[src/rtl/bidirectional_ring_mailbox_top_macros.svh]
// Assertion macros shared by the mailbox RTL.
`ifndef BIDIRECTIONAL_RING_MAILBOX_TOP_MACROS_SVH
`define BIDIRECTIONAL_RING_MAILBOX_TOP_MACROS_SVH

`ifndef SYNTHESIS
// Same-cycle implication on i_clk, off during reset.
`define BRM_ASSERT_IMPL(label, ante, cons) \
    label: assert property (@(posedge i_clk) disable iff (!i_rst_n) (ante) |-> (cons)) \
        else $error("%m: check failed");
// Next-cycle implication on i_clk, off during reset.
`define BRM_ASSERT_NEXT(label, ante, cons) \
    label: assert property (@(posedge i_clk) disable iff (!i_rst_n) (ante) |=> (cons)) \
        else $error("%m: check failed");
`else
`define BRM_ASSERT_IMPL(label, ante, cons)
`define BRM_ASSERT_NEXT(label, ante, cons)
`endif

`endif

[src/rtl/brm_pkg.sv]
package brm_pkg;

    localparam int DEPTH    = 64;
    localparam int MSG_BITS = 64;
    localparam int PTR_W    = $clog2(DEPTH);
    localparam int CNT_W    = $clog2(DEPTH + 1);
    localparam int FREE_W   = 6;
    localparam int FREE_MAX = (1 << FREE_W) - 1;
    localparam int DIFF_W   = (PTR_W + 1 > FREE_W) ? PTR_W + 1 : FREE_W + 1;

    // opcodes
    localparam logic [2:0] OP_SEND  = 3'd0;
    localparam logic [2:0] OP_GET   = 3'd1;
    localparam logic [2:0] OP_ACT   = 3'd2;
    localparam logic [2:0] OP_RST   = 3'd3;
    localparam logic [2:0] OP_SLEEP = 3'd4;

    // status codes
    localparam logic [2:0] ST_OK      = 3'd0;
    localparam logic [2:0] ST_NOTCONN = 3'd1;
    localparam logic [2:0] ST_FULL    = 3'd2;
    localparam logic [2:0] ST_EMPTY   = 3'd3;
    localparam logic [2:0] ST_BUSY    = 3'd4;

    typedef struct packed {
        logic        side;
        logic [2:0]  opcode;
        logic [63:0] payload;
    } t_req;

    typedef struct packed {
        logic [2:0]        status;
        logic [63:0]       message_out;
        logic [FREE_W-1:0] free_slots;
        logic [31:0]       sent_count;
        logic [31:0]       received_count;
        logic [31:0]       peer_sleep_seq;
    } t_rsp;

    // per-ring control from the sequencer
    typedef struct packed {
        logic                rd_en;
        logic                push;
        logic                pop;
        logic                clear;
        logic                seq_wr;
        logic [MSG_BITS-1:0] wr_data;
        logic [31:0]         seq;
    } t_ring_ctl;

    // per-ring status; free_slots and note_seq are post-update values
    typedef struct packed {
        logic                empty;
        logic                full;
        logic [MSG_BITS-1:0] rd_data;
        logic [FREE_W-1:0]   free_slots;
        logic [31:0]         note_seq;
    } t_ring_sts;

    function automatic logic [PTR_W-1:0] ptr_inc(input logic [PTR_W-1:0] p);
        return (p == PTR_W'(DEPTH - 1)) ? '0 : p + 1'b1;
    endfunction

    // (head + DEPTH - tail - 1) mod DEPTH, capped at FREE_MAX
    function automatic logic [FREE_W-1:0] ring_free(input logic [PTR_W-1:0] h,
                                                     input logic [PTR_W-1:0] t);
        logic [DIFF_W-1:0] hx;
        logic [DIFF_W-1:0] tx;
        logic [DIFF_W-1:0] d;
        hx = DIFF_W'(h);
        tx = DIFF_W'(t);
        if (h > t) begin
            d = hx - tx - 1'b1;
        end else begin
            d = hx + DIFF_W'(DEPTH) - tx - 1'b1;
        end
        return (d > DIFF_W'(FREE_MAX)) ? FREE_W'(FREE_MAX) : d[FREE_W-1:0];
    endfunction

endpackage

[src/rtl/brm_ring.sv]
`include "bidirectional_ring_mailbox_top_macros.svh"

module brm_ring (
    input  logic               i_clk,
    input  logic               i_rst_n,
    input  brm_pkg::t_ring_ctl i_ctl,
    output brm_pkg::t_ring_sts o_sts
);

    logic [brm_pkg::MSG_BITS-1:0] r_mem [brm_pkg::DEPTH];
    logic [brm_pkg::MSG_BITS-1:0] r_rd_data;
    logic [brm_pkg::PTR_W-1:0]    r_head, n_head;
    logic [brm_pkg::PTR_W-1:0]    r_tail, n_tail;
    logic [brm_pkg::CNT_W-1:0]    r_count, n_count;
    logic [31:0]                  r_seq, n_seq;

    // slot store: write at tail, registered read at head
    always_ff @(posedge i_clk) begin
        if (i_ctl.push) begin
            r_mem[r_tail] <= i_ctl.wr_data;
        end
        if (i_ctl.rd_en) begin
            r_rd_data <= r_mem[r_head];
        end
    end

    always_comb begin
        n_head  = r_head;
        n_tail  = r_tail;
        n_count = r_count;
        n_seq   = r_seq;
        if (i_ctl.clear) begin
            n_head  = '0;
            n_tail  = '0;
            n_count = '0;
            n_seq   = '0;
        end else begin
            if (i_ctl.push) begin
                n_tail  = brm_pkg::ptr_inc(r_tail);
                n_count = r_count + 1'b1;
            end
            if (i_ctl.pop) begin
                n_head  = brm_pkg::ptr_inc(r_head);
                n_count = r_count - 1'b1;
            end
            if (i_ctl.seq_wr) begin
                n_seq = i_ctl.seq;
            end
        end
    end

    always_ff @(posedge i_clk) begin
        if (!i_rst_n) begin
            r_head  <= '0;
            r_tail  <= '0;
            r_count <= '0;
            r_seq   <= '0;
        end else begin
            r_head  <= n_head;
            r_tail  <= n_tail;
            r_count <= n_count;
            r_seq   <= n_seq;
        end
    end

    // used flag of head slot == count nonzero; of tail slot == ring full
    assign o_sts.empty      = (r_count == '0);
    assign o_sts.full       = (r_count == brm_pkg::CNT_W'(brm_pkg::DEPTH));
    assign o_sts.rd_data    = r_rd_data;
    assign o_sts.free_slots = brm_pkg::ring_free(n_head, n_tail);
    assign o_sts.note_seq   = n_seq;

    `BRM_ASSERT_IMPL(a_count_range, 1'b1, r_count <= brm_pkg::CNT_W'(brm_pkg::DEPTH))
    `BRM_ASSERT_IMPL(a_no_push_pop, i_ctl.push, !i_ctl.pop)
    `BRM_ASSERT_IMPL(a_ptr_match, o_sts.empty || o_sts.full, r_head == r_tail)

endmodule

[config.mk]
export PLATFORM = sky130hd
export DESIGN_NAME = brm_ring
export DESIGN_NICKNAME = d
export VERILOG_FILES = /design/src/rtl/brm_pkg.sv /design/src/rtl/brm_ring.sv
export VERILOG_INCLUDE_DIRS = /design/src /design/src/rtl
export SDC_FILE = /design/constraint.sdc
export NUM_CORES = 2
export LEC_CHECK = 0
export BUFFER_PORTS_ARGS = -buffer_cell sky130_fd_sc_hd__buf_2
export CAP_MARGIN = 20
export CORE_ASPECT_RATIO = 0.8
export CORE_UTILIZATION = 55
export DETAILED_ROUTE_END_ITERATION = 10
export GPL_ROUTABILITY_DRIVEN = 0
export PLACE_DENSITY = 0.71
export SLEW_MARGIN = 20
export SYNTH_ARGS = -nofsm -noshare
export SYNTH_HDL_FRONTEND = slang
export SYNTH_SLANG_ARGS = --single-unit
[constraint.sdc]
create_clock -name i_clk -period 8.6 [get_ports i_clk]
set_input_delay 0.86 -clock i_clk [delete_from_list [all_inputs] [get_ports i_clk]]
set_output_delay 0.86 -clock i_clk [all_outputs]
set_load 0.03 [all_outputs]
# [After elaboration in Yosys (flattened, before gate mapping)]
# Memories as Yosys holds them, arrays and structs flattened. A register that Yosys moved wholly into a read port is not among the register bits.
# Index checks and enable logic that the tools add are counted.
[classes] n_addsub=9 bitwise=1 reduce_logical=3 eq_ne=3 muxes=14 magnitude_cmp=2
[ops] cell="$mux W32" n=2
[ops] cell="$mux W6" n=7
[ops] cell="$mux W7" n=3
[ops] cell="$sub A7 B1 Y7 const B" n=3
[ops] cell="$add A6 B1 Y6 const B" n=2
[ops] cell="$eq A6 B6 Y1 const B" n=2
[ops] cell="$add A6 B7 Y7 const B" n=1
[ops] cell="$add A7 B1 Y7 const B" n=1
[ops] cell="$eq A7 B7 Y1 const B" n=1
[ops] cell="$gt A7 B6 Y1 const B" n=1
[ops] cell="$logic_not A7 Y1" n=1
[ops] cell="$sub A6 B6 Y7" n=1
[ops] cell="$sub A7 B6 Y7" n=1
[ops] cell="$gt A6 B6 Y1" n=1
[ops] cell="$mux W1" n=2
[ops] cell="$reduce_bool A2 Y1" n=1
[ops] cell="$reduce_or A2 Y1" n=1
[ops] cell="$not A1 Y1" n=1
[word_totals] regBits=51 output_inout_bits=104 inputBits=103 memories=1 mem_bits_rw=4096
[memory_table] name="r_mem" words=64 width=64 read_ports=1 rd_clocked_by_memory_dff=1 wr=1 line="brm_ring.sv:10" source="logic [brm_pkg::MSG_BITS-1:0] r_mem [brm_pkg::DEPTH];"

# [Longest topological paths before layout]
[logic_depth] depth_word=10 mapped_depth=15 depth_no_buf=12

# [Worst setup path before layout]
# OpenSTA, ideal clock, no wires.
[synth_timing] kind="input to output" start="input i_ctl[99] in the netlist's numbering" end="output o_sts[32] in the netlist's numbering" slack_ps=2019 n_path_buf=0 required_ps=7740 t_arrival_ps=5721 path_stages=9 path_cell_list="nand4_1 > nor2_1 > o21bai_1 > ha_1 > a2111oi_0 > mux2_2 > nand3_1 > a211o_1 > nand2b_1"
[synth_rtl] element="from (decl)" line="brm_ring.sv:6" source="input brm_pkg::t_ring_ctl i_ctl,"
[synth_rtl] element="to (decl)" line="brm_ring.sv:7" source="output brm_pkg::t_ring_sts o_sts"

==> metrics.md <==
| Metric | Value |
|---|---|
| Status | `completed` |
| Dominant cell type by area after synthesis | `edfxtp_1` |
| Total number of vias | `78646` |
| Setup TNS Final | `0 ps` |
| Fmax | `about 160 MHz` |
| CTS Buf Count | `a little under 400` |
| Routed wire per std cell | `a little under 40 µm` |
| Max cap viols | `0` |
| # resized after CTS | `0` |
| Post-Place Worst Slack | `between 2000 and 3000 ps` |
| Pre-antenna DRT Iters | `6` |
| Synth cell count leaders | `edfxtp_1, mux4_2, clkbuf_1, nor2_1, nand2_1` |
| Clock skew | `around 30 ps` |
| Post-CTS Setup Repair Bufs | `0` |
| Post-synthesis cell type count | `58` |
| Seq cells post-synth | `about 4200` |
| Root buffer cell | `clkbuf_16` |
| YS warnings | `0` |
| Most common cell in the synthesized netlist | `edfxtp_1` |
| Cts hold-fix bufs | `0` |
| Register area share after synthesis | `about 80%` |
| Min setup slack post-route | `around 2500 ps` |
| Peak VDD IR | `between 150 and 200 µV` |
| Final hold vios | `0` |
| Final setup fails | `0` |
| # IOs | `slightly above 200` |
| Global route overflow | `0` |
| Crit path arrival time | `5260 ps` |
| Slew @ Worst Pin | `1200 ps` |
| Leading post-synthesis cells by cell area | `edfxtp_1, mux4_2, dfxtp_1` |
| P_leak | `54.2 nW` |
| Initial antenna violation count | `17` |
| Ys async rst share | `0%` |
| Clock Tree Buf Depth | `4` |
| Vias in the first global route | `75853` |
| RSZ-0062 raised after global routing | `false` |
| Largest net degree at the start of global routing | `about 160` |
| Hold Path End | `r_seq[29]` |
| DRT antenna net count | `0` |
| Share of cells above drive strength 1 | `29.7%` |
| Die area | `293000 µm²` |
| Nets | `about 7200` |
| Rows | `about 180` |
| Worst R2R Start | `r_head[0]` |
| H-Tree Depth | `5` |
| Worst endpoint required time | `between 7000 and 8000 ps` |
| Worst setup EP type | `output pin` |
| Period Utilization, post-route | `between 70% and 80%` |
| Worst skew pair latency | `roughly 900 ps` |
| CTS tree | `built` |
| Clock Sinks | `between 4000 and 5000` |
| Primary FF master, synth | `edfxtp_1` |
| Number of port buffers | `206` |
| Top cell type's share of synthesized area | `78.1%` |
| First-pass GRT wire length | `600 mm` |
| Area delta synth->final | `11.8%` |
| Total Wirelength | `~440 mm` |
| Hold_sp | `i_ctl[29]` |
| Cell count after synthesis | `roughly 6700` |
| DRC Markers | `0` |
| Clk pin slew, worst setup/hold paths | `around 70 ps` |
| Post-Syn Area | `approximately 160000 µm²` |
| Synth Net Count | `around 6800` |
| Minimum clock period | `about 6100 ps` |
| CP Class | `register to output pin` |
| Starting density of the core | `55.5%` |
| P per Cell Area | `approximately 230 nW/µm²` |
| Post-synth EDFFs | `4160` |
| DRT iter0 DRCs | `13160` |
| Avg Synthesized Cell Area | `24.0 µm²` |
| Die Y | `a little under 500 µm` |
| Core area | `about 290000 µm²` |
| R2r setup slk | `between 3000 and 4000 ps` |
| Post-route cell area | `approximately 180000 µm²` |
| Hold Path Class | `input port to register` |
| Final HPWL DP | `just over 200 mm` |
| Placed cell areas | `roughly 170000 µm²` |
| Worst Hold Path Cells | `3` |
| Max_slew headroom | `approximately 20%` |
| Max FO, Critical Path | `30` |
| Die X | `between 600 and 700 µm` |
| Vias per inst | `between 7 and 8` |
| Register-to-Register Path Depth | `7` |
| RR Endpoint | `r_rd_data[13]` |
| Worst setup SP type | `register` |
| Slew Limit Fails | `0` |
| Tot GR Track Use | `about 30%` |
-- cells in the final DEF, fill, tap and decap left out, drive strengths merged, types with 7 or more instances in the layout --
master    netlist  layout
o22a            9       9
xnor2           8       8
nand2b          8       8
mux2           10      10
mux2i         102     102
ha             14      14
a21oi          47      47
nor2          150     150
nor3           51      51
o21ai          48      48
clkinv          2     152
mux4         1182    1182
inv             7      19
edfxtp       4160    4160
nor2b          20      20
a22oi          65      65
bufinv          0      39
and3           17      17
dfxtp          51      51
and2           13      13
clkinvlp        0      14
clkbuf        169     482
buf           190     377
a211oi         17      17
o221ai         43      43
diode           0      18
nand3          27      27
or2             7       7
o22ai          46      46
nand2         132     132
-- through the flow --
step                util (%)  power [mW]  hold WS (ps)  instances
floorplan                  -        23.8           449       6667
global placement        57.7        24.3           464      10508
detailed placement      57.7        24.3           477      10508
CTS                     62.0        41.0           229      11205
global route            62.0        41.8           282      11212
finish                  62.0        40.9           269      11227
-- how the worst max path moves through the flow --
stage,slack (ps),endpoint,from
finish,2480,o_sts[34],r_head[5]
global route,2220,o_sts[33],r_head[1]
CTS,2480,o_sts[32],r_head[1]
detailed placement,2990,o_sts[32],i_ctl[99]
global placement,3070,o_sts[32],i_ctl[99]
floorplan,2020,o_sts[32],i_ctl[99]
-- final cells by class --
type	count	area, µm²
Inverter	9	41.3
Antenna cell	18	45.0
Tap cell	3827	4790
Clock buffer	482	10300
Fill cell	18769	110000
Clock inverter	215	2080
Sequential cell	4211	126000
Timing Repair Buffer	377	2960
Multi-Input combinational cell	2088	32800
-- worst max-delay path: stages (launching register included) --
cell and delay [ps]:
dfxtp_4 690, and2_2 1040, a21o_1 300, nor2_1 80
ha_1 370, a21o_1 190, a2111oi_0 640, mux2_2 290
nand3_1 90, a211o_1 360, nand2_1 110, buf_2 210
-- logic make-up (layout without fill, tap and decap cells) --
logic type,after synthesis,count (layout),synth area share (%)
adder cells (fa/ha/maj),16,16,0.128
multiplexers,1294,1294,17.3
buffers and inverters,368,1083,1.11
flip-flops,4211,4211,78.7
XOR/XNOR,14,14,0.0766
AND/OR/NAND/NOR,443,443,1.24
other,0,18,0
AO/OA/AOI/OAI,321,321,1.38
-- per-layer routing --
metal  wire length, µm  track usage (%)  vias to the layer above
met5                88                0                        -
met3             57700             7.61                      874
met4             14700             9.32                       14
li1                  -                -                    29577
met1            164000             43.8                    42167
met2            199000             44.2                     6014
-- sequential cells by signal, summed over array words and instances, names as in the netlist --
name / count
r_count: 7
r_head: 6
r_mem: 4096
r_rd_data: 64
r_seq: 32
r_tail: 6
-- where the power goes --
part	internal, mW	switching, mW	total [mW]
combinational	0.476	0.767	1.24
sequential	22.6	0.0376	22.6
clock	9.62	7.41	17.0
Note: power is estimated with default switching activity, not from simulation.
